### src/hw/rtl/grsr_pkg.sv
// shared types and constants for the glyph row span rasterizer
package grsr_pkg;

  // default glyph row width and run queue depth
  localparam int MASK_BITS_DEFAULT   = 8;
  localparam int QUEUE_DEPTH_DEFAULT = 4;

  // fixed field widths
  localparam int COORD_W  = 10;
  localparam int SCALE_W  = 8;
  localparam int COLOR_W  = 16;
  localparam int HEIGHT_W = 8;

  // configuration register indices
  localparam int CFG_IDX_W = 1;
  localparam logic [CFG_IDX_W-1:0] REG_WINDOW_WIDTH  = 1'b0;
  localparam logic [CFG_IDX_W-1:0] REG_WINDOW_HEIGHT = 1'b1;

  // register reset values
  localparam logic [COORD_W-1:0] WINDOW_WIDTH_RESET  = 10'd320;
  localparam logic [COORD_W-1:0] WINDOW_HEIGHT_RESET = 10'd240;

  // colour inversion applied to every span
  localparam logic [COLOR_W-1:0] COLOR_INVERT = 16'hFFFF;

  // per-row values that travel with every run
  typedef struct packed {
    logic [COORD_W-1:0] row_x;
    logic [COORD_W-1:0] row_y;
    logic [SCALE_W-1:0] scale;
    logic [COLOR_W-1:0] pixel_value;
  } item_t;

  // clipping window
  typedef struct packed {
    logic [COORD_W-1:0] width;
    logic [COORD_W-1:0] height;
  } window_t;

endpackage

### src/hw/rtl/grsr_front.sv
// front end: takes rows, splits masks into runs, one a cycle unless queue full
module grsr_front #(
  parameter int MASK_BITS = grsr_pkg::MASK_BITS_DEFAULT,
  localparam int IDX_W = $clog2(MASK_BITS),
  localparam int LEN_W = $clog2(MASK_BITS + 1)
) (
  input  logic                 clk,
  input  logic                 rst,
  input  logic                 start,
  output logic                 busy,
  input  logic [MASK_BITS-1:0] mask_byte,
  input  grsr_pkg::item_t      in_item,
  input  logic                 full,
  output logic                 push,
  output grsr_pkg::item_t      push_item,
  output logic [IDX_W-1:0]     push_start,
  output logic [LEN_W-1:0]     push_len,
  output logic [IDX_W-1:0]     push_next,
  output logic                 push_has_next
);
  import grsr_pkg::*;

  // remaining mask, bit 0 is the leftmost pixel
  logic [MASK_BITS-1:0] bits;
  item_t                item;

  logic [MASK_BITS-1:0] mask_rev;
  logic [MASK_BITS-1:0] first_oh;
  logic [MASK_BITS-1:0] rest;
  logic [MASK_BITS-1:0] next_oh;
  logic [MASK_BITS:0]   sum;
  logic [MASK_BITS:0]   end_oh;
  logic [IDX_W-1:0]     first_idx;
  logic [IDX_W-1:0]     next_idx;
  logic [LEN_W-1:0]     end_idx;
  logic                 active;
  logic                 adv;
  logic                 load;

  // leftmost run: isolate its first bit, carry through it to find its end
  always_comb begin
    for (int b = 0; b < MASK_BITS; b++) begin
      mask_rev[b] = mask_byte[MASK_BITS-1-b];
    end
    first_oh = bits & (~bits + 1'b1);
    sum      = {1'b0, bits} + {1'b0, first_oh};
    rest     = bits & sum[MASK_BITS-1:0];
    end_oh   = sum & ~{1'b0, bits};
    next_oh  = rest & (~rest + 1'b1);
    first_idx = '0;
    next_idx  = '0;
    end_idx   = '0;
    for (int b = 0; b < MASK_BITS; b++) begin
      if (first_oh[b]) first_idx = first_idx | IDX_W'(b);
      if (next_oh[b])  next_idx  = next_idx | IDX_W'(b);
    end
    for (int b = 0; b <= MASK_BITS; b++) begin
      if (end_oh[b]) end_idx = end_idx | LEN_W'(b);
    end
  end

  // handshake: a new row loads as the last run of the current one leaves
  always_comb begin
    active = |bits;
    adv    = active && !full;
    busy   = active && !(adv && (rest == '0));
    load   = start && !busy;
  end

  // run out to the queue
  always_comb begin
    push          = adv;
    push_item     = item;
    push_start    = first_idx;
    push_len      = end_idx - LEN_W'(first_idx);
    push_next     = next_idx;
    push_has_next = |rest;
  end

  // remaining mask
  always_ff @(posedge clk) begin
    if (rst) begin
      bits <= '0;
    end else if (load) begin
      bits <= mask_rev;
    end else if (adv) begin
      bits <= rest;
    end
  end

  // row values held while its runs leave
  always_ff @(posedge clk) begin
    if (load) begin
      item <= in_item;
    end
  end

endmodule

### src/hw/rtl/grsr_queue.sv
// short run queue between front and back end
module grsr_queue #(
  parameter int WIDTH = 8,
  parameter int DEPTH = grsr_pkg::QUEUE_DEPTH_DEFAULT,
  localparam int PTR_W = $clog2(DEPTH)
) (
  input  logic             clk,
  input  logic             rst,
  input  logic             push,
  input  logic [WIDTH-1:0] push_data,
  output logic             full,
  input  logic             pop,
  output logic [WIDTH-1:0] pop_data,
  output logic             empty
);
  logic [WIDTH-1:0] mem [DEPTH];
  logic [PTR_W:0]   wr_ptr;
  logic [PTR_W:0]   rd_ptr;

  // flags from pointer wrap bits
  always_comb begin
    empty    = (wr_ptr == rd_ptr);
    full     = (wr_ptr[PTR_W] != rd_ptr[PTR_W]) &&
               (wr_ptr[PTR_W-1:0] == rd_ptr[PTR_W-1:0]);
    pop_data = mem[rd_ptr[PTR_W-1:0]];
  end

  // storage
  always_ff @(posedge clk) begin
    if (push && !full) begin
      mem[wr_ptr[PTR_W-1:0]] <= push_data;
    end
  end

  // pointers
  always_ff @(posedge clk) begin
    if (rst) begin
      wr_ptr <= '0;
      rd_ptr <= '0;
    end else begin
      if (push && !full) wr_ptr <= wr_ptr + 1'b1;
      if (pop && !empty) rd_ptr <= rd_ptr + 1'b1;
    end
  end

endmodule

### src/hw/rtl/grsr_back.sv
// back end: scales each run, clips it to the window and drives the span strobe
module grsr_back #(
  parameter int MASK_BITS = grsr_pkg::MASK_BITS_DEFAULT,
  localparam int IDX_W = $clog2(MASK_BITS),
  localparam int LEN_W = $clog2(MASK_BITS + 1)
) (
  input  logic                            clk,
  input  logic                            rst,
  input  grsr_pkg::window_t               window,
  input  logic                            run_valid,
  input  grsr_pkg::item_t                 run_item,
  input  logic [IDX_W-1:0]                run_start,
  input  logic [LEN_W-1:0]                run_len,
  input  logic [IDX_W-1:0]                run_next,
  input  logic                            run_has_next,
  output logic                            span_valid,
  output logic [grsr_pkg::COORD_W-1:0]    span_x,
  output logic [grsr_pkg::COORD_W-1:0]    span_y,
  output logic [grsr_pkg::COORD_W-1:0]    span_width,
  output logic [grsr_pkg::HEIGHT_W-1:0]   span_height,
  output logic [grsr_pkg::COLOR_W-1:0]    pixel_value,
  output logic                            last
);
  import grsr_pkg::*;

  localparam int POS_PW = SCALE_W + IDX_W;
  localparam int LEN_PW = SCALE_W + LEN_W;
  localparam int XW     = SCALE_W + LEN_W + 1;

  // product stage
  logic              s1_valid;
  item_t             s1_item;
  logic [POS_PW-1:0] s1_first_prod;
  logic [LEN_PW-1:0] s1_width_prod;
  logic [POS_PW-1:0] s1_next_prod;
  logic              s1_has_next;

  // clip stage
  logic [XW-1:0]       x_left;
  logic [XW-1:0]       x_next;
  logic                x_in;
  logic                y_in;
  logic                keep;
  logic                keep_next;
  logic [COORD_W-1:0]  avail_w;
  logic [COORD_W-1:0]  avail_h;
  logic [COORD_W-1:0]  w_clip;
  logic [HEIGHT_W-1:0] h_clip;

  // scale the run position, length and the next run position
  always_ff @(posedge clk) begin
    if (rst) begin
      s1_valid <= 1'b0;
    end else begin
      s1_valid <= run_valid;
    end
  end

  always_ff @(posedge clk) begin
    s1_item       <= run_item;
    s1_first_prod <= POS_PW'(run_item.scale) * POS_PW'(run_start);
    s1_width_prod <= LEN_PW'(run_item.scale) * LEN_PW'(run_len);
    s1_next_prod  <= POS_PW'(run_item.scale) * POS_PW'(run_next);
    s1_has_next   <= run_has_next;
  end

  // clip; survival falls off left to right, so the next run decides last
  always_comb begin
    x_left    = XW'(s1_item.row_x) + XW'(s1_first_prod);
    x_next    = XW'(s1_item.row_x) + XW'(s1_next_prod);
    x_in      = x_left < XW'(window.width);
    y_in      = s1_item.row_y < window.height;
    keep      = s1_valid && (s1_item.scale != '0) && x_in && y_in;
    keep_next = s1_has_next && (x_next < XW'(window.width));
    avail_w   = window.width - x_left[COORD_W-1:0];
    avail_h   = window.height - s1_item.row_y;
    w_clip    = (XW'(s1_width_prod) > XW'(avail_w)) ? avail_w
                                                     : s1_width_prod[COORD_W-1:0];
    h_clip    = (COORD_W'(s1_item.scale) > avail_h) ? avail_h[HEIGHT_W-1:0]
                                                     : s1_item.scale;
  end

  // output register
  always_ff @(posedge clk) begin
    if (rst) begin
      span_valid <= 1'b0;
    end else begin
      span_valid <= keep;
    end
  end

  always_ff @(posedge clk) begin
    if (keep) begin
      span_x      <= x_left[COORD_W-1:0];
      span_y      <= s1_item.row_y;
      span_width  <= w_clip;
      span_height <= h_clip;
      pixel_value <= s1_item.pixel_value;
      last        <= !keep_next;
    end
  end

endmodule

### src/hw/rtl/glyph_row_span_rasterizer_core.sv
// top level of the glyph row span rasterizer
// path: a row passes the front-end mask register, a queue entry, the product
//   stage and the output register; the run extractor in the front end splits it
//   into at most (MASK_BITS+1)/2 runs of set bits and stalls on a full queue
// spans leave one per cycle and the receiver cannot stall them
// reset: synchronous, clears the run queue and pipeline, window returns to 320x240
module glyph_row_span_rasterizer_core #(
  parameter int MASK_BITS   = grsr_pkg::MASK_BITS_DEFAULT,
  parameter int QUEUE_DEPTH = grsr_pkg::QUEUE_DEPTH_DEFAULT
) (
  input  logic                            clk,
  input  logic                            rst,
  input  logic                            start,
  output logic                            busy,
  input  logic [MASK_BITS-1:0]            mask_byte,
  input  logic [grsr_pkg::COORD_W-1:0]    row_x,
  input  logic [grsr_pkg::COORD_W-1:0]    row_y,
  input  logic [grsr_pkg::SCALE_W-1:0]    scale,
  input  logic [grsr_pkg::COLOR_W-1:0]    color,
  input  logic                            cfg_write,
  input  logic [grsr_pkg::CFG_IDX_W-1:0]  cfg_index,
  input  logic [grsr_pkg::COORD_W-1:0]    cfg_data,
  output logic                            span_valid,
  output logic [grsr_pkg::COORD_W-1:0]    span_x,
  output logic [grsr_pkg::COORD_W-1:0]    span_y,
  output logic [grsr_pkg::COORD_W-1:0]    span_width,
  output logic [grsr_pkg::HEIGHT_W-1:0]   span_height,
  output logic [grsr_pkg::COLOR_W-1:0]    pixel_value,
  output logic                            last
);
  import grsr_pkg::*;

  localparam int IDX_W   = $clog2(MASK_BITS);
  localparam int LEN_W   = $clog2(MASK_BITS + 1);
  localparam int ENTRY_W = $bits(item_t) + IDX_W + LEN_W + IDX_W + 1;

  window_t            window;
  item_t              in_item;
  logic               q_full;
  logic               q_empty;
  logic               push;
  item_t              push_item;
  logic [IDX_W-1:0]   push_start;
  logic [LEN_W-1:0]   push_len;
  logic [IDX_W-1:0]   push_next;
  logic               push_has_next;
  logic [ENTRY_W-1:0] push_data;
  logic [ENTRY_W-1:0] pop_data;
  item_t              run_item;
  logic [IDX_W-1:0]   run_start;
  logic [LEN_W-1:0]   run_len;
  logic [IDX_W-1:0]   run_next;
  logic               run_has_next;

  // window registers
  always_ff @(posedge clk) begin
    if (rst) begin
      window.width  <= WINDOW_WIDTH_RESET;
      window.height <= WINDOW_HEIGHT_RESET;
    end else if (cfg_write) begin
      case (cfg_index)
        REG_WINDOW_WIDTH:  window.width  <= cfg_data;
        REG_WINDOW_HEIGHT: window.height <= cfg_data;
        default: ;
      endcase
    end
  end

  // row values, colour inverted on the way in
  always_comb begin
    in_item.row_x       = row_x;
    in_item.row_y       = row_y;
    in_item.scale       = scale;
    in_item.pixel_value = color ^ COLOR_INVERT;
  end

  grsr_front #(
    .MASK_BITS (MASK_BITS)
  ) u_front (
    .clk           (clk),
    .rst           (rst),
    .start         (start),
    .busy          (busy),
    .mask_byte     (mask_byte),
    .in_item       (in_item),
    .full          (q_full),
    .push          (push),
    .push_item     (push_item),
    .push_start    (push_start),
    .push_len      (push_len),
    .push_next     (push_next),
    .push_has_next (push_has_next)
  );

  // pack and unpack queue entries
  assign push_data = {push_item, push_start, push_len, push_next, push_has_next};
  assign {run_item, run_start, run_len, run_next, run_has_next} = pop_data;

  grsr_queue #(
    .WIDTH (ENTRY_W),
    .DEPTH (QUEUE_DEPTH)
  ) u_queue (
    .clk       (clk),
    .rst       (rst),
    .push      (push),
    .push_data (push_data),
    .full      (q_full),
    .pop       (!q_empty),
    .pop_data  (pop_data),
    .empty     (q_empty)
  );

  grsr_back #(
    .MASK_BITS (MASK_BITS)
  ) u_back (
    .clk          (clk),
    .rst          (rst),
    .window       (window),
    .run_valid    (!q_empty),
    .run_item     (run_item),
    .run_start    (run_start),
    .run_len      (run_len),
    .run_next     (run_next),
    .run_has_next (run_has_next),
    .span_valid   (span_valid),
    .span_x       (span_x),
    .span_y       (span_y),
    .span_width   (span_width),
    .span_height  (span_height),
    .pixel_value  (pixel_value),
    .last         (last)
  );

endmodule

### config.mk
export PLATFORM = sky130hd
export DESIGN_NAME = glyph_row_span_rasterizer_core
export DESIGN_NICKNAME = d
export VERILOG_FILES = /design/src/hw/rtl/grsr_pkg.sv /design/src/hw/rtl/grsr_front.sv /design/src/hw/rtl/grsr_queue.sv /design/src/hw/rtl/grsr_back.sv /design/src/hw/rtl/glyph_row_span_rasterizer_core.sv
export SDC_FILE = /design/constraint.sdc
export NUM_CORES = 1
export LEC_CHECK = 0
export ABC_AREA = 1
export BUFFER_PORTS_ARGS = -buffer_cell sky130_fd_sc_hd__buf_4
export CAP_MARGIN = 0
export CORE_MARGIN = 8
export CORE_UTILIZATION = 30
export CTS_CLUSTER_DIAMETER = 30
export DETAILED_ROUTE_END_ITERATION = 10
export GPL_TIMING_DRIVEN = 0
export PLACE_DENSITY_LB_ADDON = 0.12
export SYNTH_ARGS = -nofsm -noshare
export SYNTH_HDL_FRONTEND = slang
export SYNTH_HIERARCHICAL = 1
export SYNTH_SLANG_ARGS = --single-unit
### constraint.sdc
create_clock -name clk -period 3.7 [get_ports clk]
set_input_delay 0.185 -clock clk [delete_from_list [all_inputs] [get_ports clk]]
set_output_delay 0.185 -clock clk [all_outputs]
set_load 0.05 [all_outputs]
==> results of run 1 <==
## layout make-up
class	instances	area, um2	share of cell area
Timing Repair Buffer	271	2460	0.0860
Clock buffer	114	2550	0.0894
Tap cell	873	1090	0.0382
Sequential cell	436	11900	0.418
Clock inverter	70	1060	0.0373
Buffer	54	568	0.0199
Multi-Input combinational cell	1147	7930	0.278
Inverter	250	957	0.0335
## timing repair
item                                    CTS  global route
hold buffers                             73             0
endpoints found under the setup margin   90            83
pin swaps                                23            54
resized for setup                       170           149
hold endpoints to repair                 79             0
gates cloned                              3             2
setup buffers                            39            21
## metrics by stage
step | hold WS [ns] | instance area, um2
CTS | 0.147 | 27900
global route | 0.181 | 28600
finish | 0.184 | 28600
floorplan | 0.254 | 20300
detailed placement | 0.365 | 22600
global placement | 0.363 | 22300
## worst max-delay path, cell delays in order, from the launching register on
cell	delay, ns
dfxtp_4	0.36
ha_4	0.13
inv_2	0.03
fa_2	0.43
o21ai_4	0.24
xor2_4	0.25
ha_4	0.25
a21oi_2	0.11
o211ai_1	0.09
buf_4	0.16
nand3_2	0.05
nand2_1	0.06
nor2_2	0.10
nand2_1	0.07
nand2_2	0.07
nand2_2	0.06
ha_4	0.27
and3_4	0.19
nand3_2	0.07
nand4_1	0.13
nand2_4	0.10
buf_12	0.16
nand2_2	0.05
o21ai_2	0.04
## sequential cells by signal, indices dropped and copies added, names as in the netlist, 8 cells and up, named ones only
signal,flops
u_front/bits,8
u_back/span_x,10
u_back/s1_first_prod,11
u_back/pixel_value,16
u_front/push_item,44
window,20
u_back/s1_next_prod,11
u_back/s1_item,44
u_back/span_width,10
u_back/s1_width_prod,12
u_queue/mem,220
u_back/span_height,8
u_back/span_y,10
## worst max path at each step
stage,start,endpoint,slack (ns),depth (start not counted)
3_3_place_gp,u_queue/wr_ptr[0],u_queue/mem[0][38],-2.88,8
6_report,u_back/s1_item[34],u_back/span_width[4],-0.04,23
3_5_place_dp,register,u_back/s1_width_prod[10],-1.11,19
4_1_cts,register,u_back/s1_width_prod[10],-0.24,23
5_1_grt,u_back/s1_item[34],u_back/span_width[4],-0.26,22
2_1_floorplan,u_queue/wr_ptr[0],u_queue/mem[0][0],-0.30,8
## logic make-up after synthesis
group / count (synthesis) / share of synthesized area
flip-flops: 436 / 0.587
XOR/XNOR: 44 / 0.0199
AND/OR/NAND/NOR: 653 / 0.140
adder cells (fa/ha/maj): 147 / 0.102
AO/OA/AOI/OAI: 303 / 0.0854
buffers and inverters: 312 / 0.0657
## routing by layer
| metal | vias to the layer above | share of wire | track usage |
|---|---|---|---|
| li1 | 7190 | - | - |
| met1 | 6924 | 0.45 | 0.176 |
| met2 | 255 | 0.49 | 0.232 |
| met3 | 83 | 0.036 | 0.0287 |
| met4 | 0 | 0.023 | 0.0432 |
| met5 | - | 0 | 0 |
## layout by cell type, fill, tap and decap left out, types with 65 or more instances in the layout
cell,synthesis,final
dfxtp_1,117,110
clkbuf_16,0,101
buf_4,2,184
inv_1,232,223
dlygate4sd3_1,0,73
nor2_1,187,168
nand2_1,310,289
ha_1,116,95
nand3_1,72,65
o21ai_0,93,70
edfxtp_1,319,319
==> metrics.md, run 1 <==
| Metric | Value |
|---|---|
| Status | finished with violations |
| Failing checks | negative setup slack |
| Tightest Pin Transition | 0.600 ns |
| Crit. End Element | register |
| Fmax | 268 MHz |
| Finished Core Util | 0.425 |
| #FFs+latches synth | 436 |
| R2r startpoint | u_back/s1_item[34] |
| Final min period | 3.74 ns |
| Count leader, synth | edfxtp_1 |
| Area grow syn2layout | 40.6% |
| Filler instances | 6316 |
| I/O pin count | 124 |
| Die height | 276 um |
| Clock Pin Slew Worst Setup and Hold Paths | 0.04 ns |
| Antenna cells | 0 |
| Hold Path End | u_front/push_item[39] |
| Tcrit/Tclk final | 1.01 |
| Vias in the first global route | 15032 |
| Placer Congestion | 0.826 |
| End of the worst register-to-register path | u_back/span_width[4] |
| CTS tree | done |
| Dpl cells | 2901 |
| Global Route Usage Sum | 0.138 |
| Total gr overflow | 0 |
| Relative slew slack | 0.600 |
| Startpoint types | register |
| Synth unique cells | 53 |
| H-Tree Depth | 3 |
| Die width | 276 um |
| Detail Placement HPWL | 36700 um |
| Drt drc | 0 |
| Yosys warnings | 6 |
| Place WS | -1.11 ns |
| DRT iter0 DRCs | 776 |
| Via count | 14452 |
| Worst r2r path cells | 23 |
| Fin cells | 3215 |
| Sequential share of the synthesized area | 0.587 |
| Vias/cell | 4.50 |
| Syn avg cell area | 10.7 um2 |
| Max-Cap Viols | 0 |
| Syn Inst Count | 1895 |
| Final setup viols | 11 |
| Hold path start | start |
| R2R Setup Slk | -0.04 ns |
| Most common library cells after synthesis | 319 x edfxtp_1, 310 x nand2_1, 232 x inv_1 |
| Sink Count | 436 |
| Antenna-violating nets left | 0 |
| Core box area | 67200 um2 |
| Clock root buffer | clkbuf_16 |
| Post-synth top area share | 0.471 |
| Main flop type after synthesis | edfxtp_1 |
| CTS buffer count | 97 |
| I/O Buffers | 123 |
| Worst Hold Depth | 3 |
| Nets | 2471 |
| First-pass GRT wire length | 83700 um |
| Synth area leaders | edfxtp_1 47%, dfxtp_1 12%, ha_1 7.1%, nand2_1 5.7%, inv_1 4.3% |
| Synthesized cell area | 20300 um2 |
| Initial DRT Pass Iterations | 5 |
| Crit Path Category | register to register |
| EDFF count, synth | 319 |
| RSZ-0062 raised after global routing | yes |
| Worst-skew pair later-pin latency | 0.65 ns |
| Final Max Tran Viols | 0 |
| WL/cell | 16.7 um |
| Die area | 76300 um2 |
| CTS Buffer Depth | 3 |
| Post-Route WL | 53600 um |
| Layout cells sized above 1 | 0.269 |
| Worst path required time | 4.06 ns |
| Hold Crit Class | primary input to register |
| Hold Fails Final Rpt | 0 |
| FP Rows | 95 |
| Critical path arrival | 4.10 ns |
| Post-synth net total | 2109 |
| Clock skew | 0.0582 ns |
| Async S/R FF share, synth | 0 |
| Crit path max fanout | 8 |
| Setup TNS | -0.285 ns |
| Yosys top cell by area | edfxtp_1 |
| Initial antenna violation count | 1 |
| Worst Setup Slack, final | -0.0379 ns |
| Initial cell density of the core | 0.303 |
| Largest net degree at the start of global routing | 50 |
Power of run 1 is not shown: default switching activity piles up to over one toggle a cycle in this logic, so the estimate is an artifact.
==> inputs of run 2 (changes only) <==
--- a/config.mk
+++ b/config.mk
@@ -5,7 +5,6 @@
 export SDC_FILE = /design/constraint.sdc
 export NUM_CORES = 1
 export LEC_CHECK = 0
-export ABC_AREA = 1
 export BUFFER_PORTS_ARGS = -buffer_cell sky130_fd_sc_hd__buf_4
 export CAP_MARGIN = 0
 export CORE_MARGIN = 8
==> constraint.sdc (replaced) <==
create_clock -name clk -period 4.5 [get_ports clk]
set_input_delay 0.225 -clock clk [delete_from_list [all_inputs] [get_ports clk]]
set_output_delay 0.225 -clock clk [all_outputs]
set_load 0.05 [all_outputs]
==> metrics.md, run 2 <==
| Metric | Value |
|---|---|
| DRT iter0 DRCs | 719 (-7.3%) |
| FP Rows | 94 (-1.1%) |
| Global Route Usage Sum | 0.125 (-0.0125) |
| Sink Count | 436 (unchanged) |
| Drt drc | 0 (unchanged) |
| Clock Pin Slew Worst Setup and Hold Paths | 0.04 ns (about the same) |
| Filler instances | 6177 (-2.2%) |
| Antenna-violating nets left | 0 (unchanged) |
| Cell area after layout | 27000 um2 (-5.4%) |
| CTS tree | done |
| CTS Buffer Depth | 3 (unchanged) |
| Largest net degree at the start of global routing | 31 (-38%) |
| Tightest Pin Transition | 0.942 ns (+0.341 ns) |
| Antenna cells | 0 (unchanged) |
| Clock root buffer | clkbuf_16 |
| Commonest non-fill, non-tap cells in the layout | 319 x edfxtp_1, 160 x buf_4, 134 x inv_1 |
| Synth unique cells | 83 (+57%) |
| Post-synth net total | 1636 (-22%) |
| Post-Route WL | 47000 um (-12%) |
| Relative slew slack | 0.372 (-0.228) |
| Commonest non-fill, non-tap cell in the layout | edfxtp_1 |
| Core box area | 65600 um2 (-2.3%) |
| Max-Cap Viols | 0 (unchanged) |
| Hold Fails Final Rpt | 0 (unchanged) |
| R2R Setup Slk | 0.13 ns (+0.17 ns) |
| Nets | 1969 (-20%) |
| Count leader, synth | edfxtp_1 |
| Final Max Tran Viols | 0 (unchanged) |
| Initial antenna violation count | 1 (unchanged) |
| Main flop type after synthesis | edfxtp_1 |
| Die height | 273 um (-1.1%) |
| EDFF count, synth | 319 (unchanged) |
| I/O pin count | 124 (unchanged) |
| H-Tree Depth | 3 (unchanged) |
| Sequential share of the synthesized area | 0.600 (+0.0136) |
| Initial cell density of the core | 0.303 (about the same) |
| Area grow syn2layout | 36.1% |
| Final min period | 4.37 ns (+0.630 ns) |
| Worst-skew pair later-pin latency | 0.63 ns (-0.02 ns) |
| Worst path required time | 4.84 ns (+0.78 ns) |
| Via count | 12292 (-15%) |
| Die area | 74700 um2 (-2.1%) |
| #FFs+latches synth | 436 (unchanged) |
| Setup TNS | 0 ns (+0.285 ns) |
| Post-synth top area share | 0.482 (+0.0109) |
| Tcrit/Tclk final | 0.971 (-0.0396) |
| Synthesized cell area | 19900 um2 (-2.3%) |
| Crit Path Category | register to register |
| Fmax | 229 MHz (-14%) |
| RSZ-0062 raised after global routing | yes |
| Largest register FFs | 220 (unchanged) |
| I/O Buffers | 121 (-1.6%) |
| Yosys top cell by area | edfxtp_1 |
| Vias in the first global route | 12904 (-14%) |
| Total gr overflow | 0 (unchanged) |
| Die width | 273 um (-1.1%) |
| Layout cells sized above 1 | 0.267 (-0.00202) |
| WL/cell | 17.4 um (+4.1%) |
| Initial DRT Pass Iterations | 7 (+2) |
| Syn Inst Count | 1422 (-25%) |
| Dpl cell area | 22100 um2 (-2.3%) |
| Yosys warnings | 6 (unchanged) |
| Detail Placement HPWL | 32400 um (-12%) |
| First-pass GRT wire length | 72900 um (-13%) |
| Vias/cell | 4.54 (+1.1%) |
| Async S/R FF share, synth | 0 (unchanged) |
| Status | finished clean |
| Clock skew | 0.0245 ns (-0.0337 ns) |
| Synth area leaders | edfxtp_1 48%, dfxtp_1 12%, ha_1 7.3%, mux4_2 6.2%, fa_1 3.1% |
| Hold Crit Class | primary input to register |
| Crit path max fanout | 6 (-2) |
| Placer Congestion | 0.809 (-2.1%) |
| Crit. End Element | register |
| Startpoint types | register |
| CTS buffer count | 100 (+3.1%) |
| Syn avg cell area | 14.0 um2 (+30%) |
| Final setup viols | 0 (-11) |
| Critical path arrival | 4.71 ns (+0.61 ns) |
| Most common library cells after synthesis | 319 x edfxtp_1, 136 x inv_1, 117 x dfxtp_1 |
## run 2: path summary, 6_finish.rpt
check | startpoint | endpoint | depth (start not counted)
worst min register to register | u_back/s1_item[7] | u_back/pixel_value[7] | 0
worst min-delay path | start | u_front/bits[5] | 4
worst max register to register | u_back/s1_item[34] | u_back/span_width[6] | 23
worst max-delay path | u_back/s1_item[34] | u_back/span_width[6] | 23
## run 2: final cells by class
| cell class | count | area, um2 | share of cell area |
|---|---|---|---|
| plain buffers | 32 | 260 | 0.00963 |
| well taps | 864 | 1080 | 0.0400 |
| repair buffers | 235 | 2090 | 0.0773 |
| flip-flops and latches | 436 | 11900 | 0.441 |
| clock buffers | 123 | 2730 | 0.101 |
| clock inverters | 66 | 820 | 0.0303 |
| inverters | 136 | 510 | 0.0189 |
| multi-input cells | 814 | 7600 | 0.281 |
## run 2: critical path, stage by stage, from the launching register on
cell and delay, ns:
dfxtp_4 0.38, ha_4 0.14, inv_2 0.04, fa_2 0.39
nor2b_4 0.16, o21a_1 0.18, nor2_4 0.06, xor2_2 0.17
inv_1 0.09, ha_4 0.24, nand3_1 0.12, mux2i_4 0.10
nor3_4 0.19, o221ai_2 0.14, xnor2_2 0.31, ha_4 0.27
a21o_1 0.18, a21oi_2 0.17, o31ai_4 0.09, a211oi_2 0.18
buf_4 0.17, buf_12 0.13, buf_12 0.10, mux2i_1 0.06
## run 2: cell families after synthesis
kind of cell	count (synthesis)	synth area share
AOI/OAI and AO/OA	229	0.0778
and+or+nand+nor	298	0.0790
adders and majority gates	147	0.104
xor gates and xnor gates	52	0.0229
DFF	436	0.600
buffers and inverters	172	0.0362
muxes	88	0.0793
## run 2: repair_timing
item | 4_1_cts | 5_1_grt
cloned | 0 | 0
hold endpoints to repair | 74 | 0
pin swaps | 16 | 20
buffers inserted | 23 | 15
gates resized for setup | 58 | 28
endpoints found under the setup margin | 20 | 58
hold buffers | 67 | 0
## run 2: routing by layer
metal,part of all wire,GRT usage
met5,0,0
met4,0.026,0.0520
met3,0.037,0.0249
met2,0.47,0.200
met1,0.47,0.165
## run 2: stage by stage
stage,utilization,hold WS [ns],std cells,worst slack (ns)
final,0.412,0.0768,2706,0.132
after global routing,0.412,0.0555,2706,-0.0908
after CTS,0.407,0.0322,2692,-0.0161
after detailed placement,0.336,0.390,2416,-0.978
after global placement,0.333,0.387,2407,-2.04
after floorplan,-,0.297,1422,0.119
Power of run 2 is left out for the same reason.
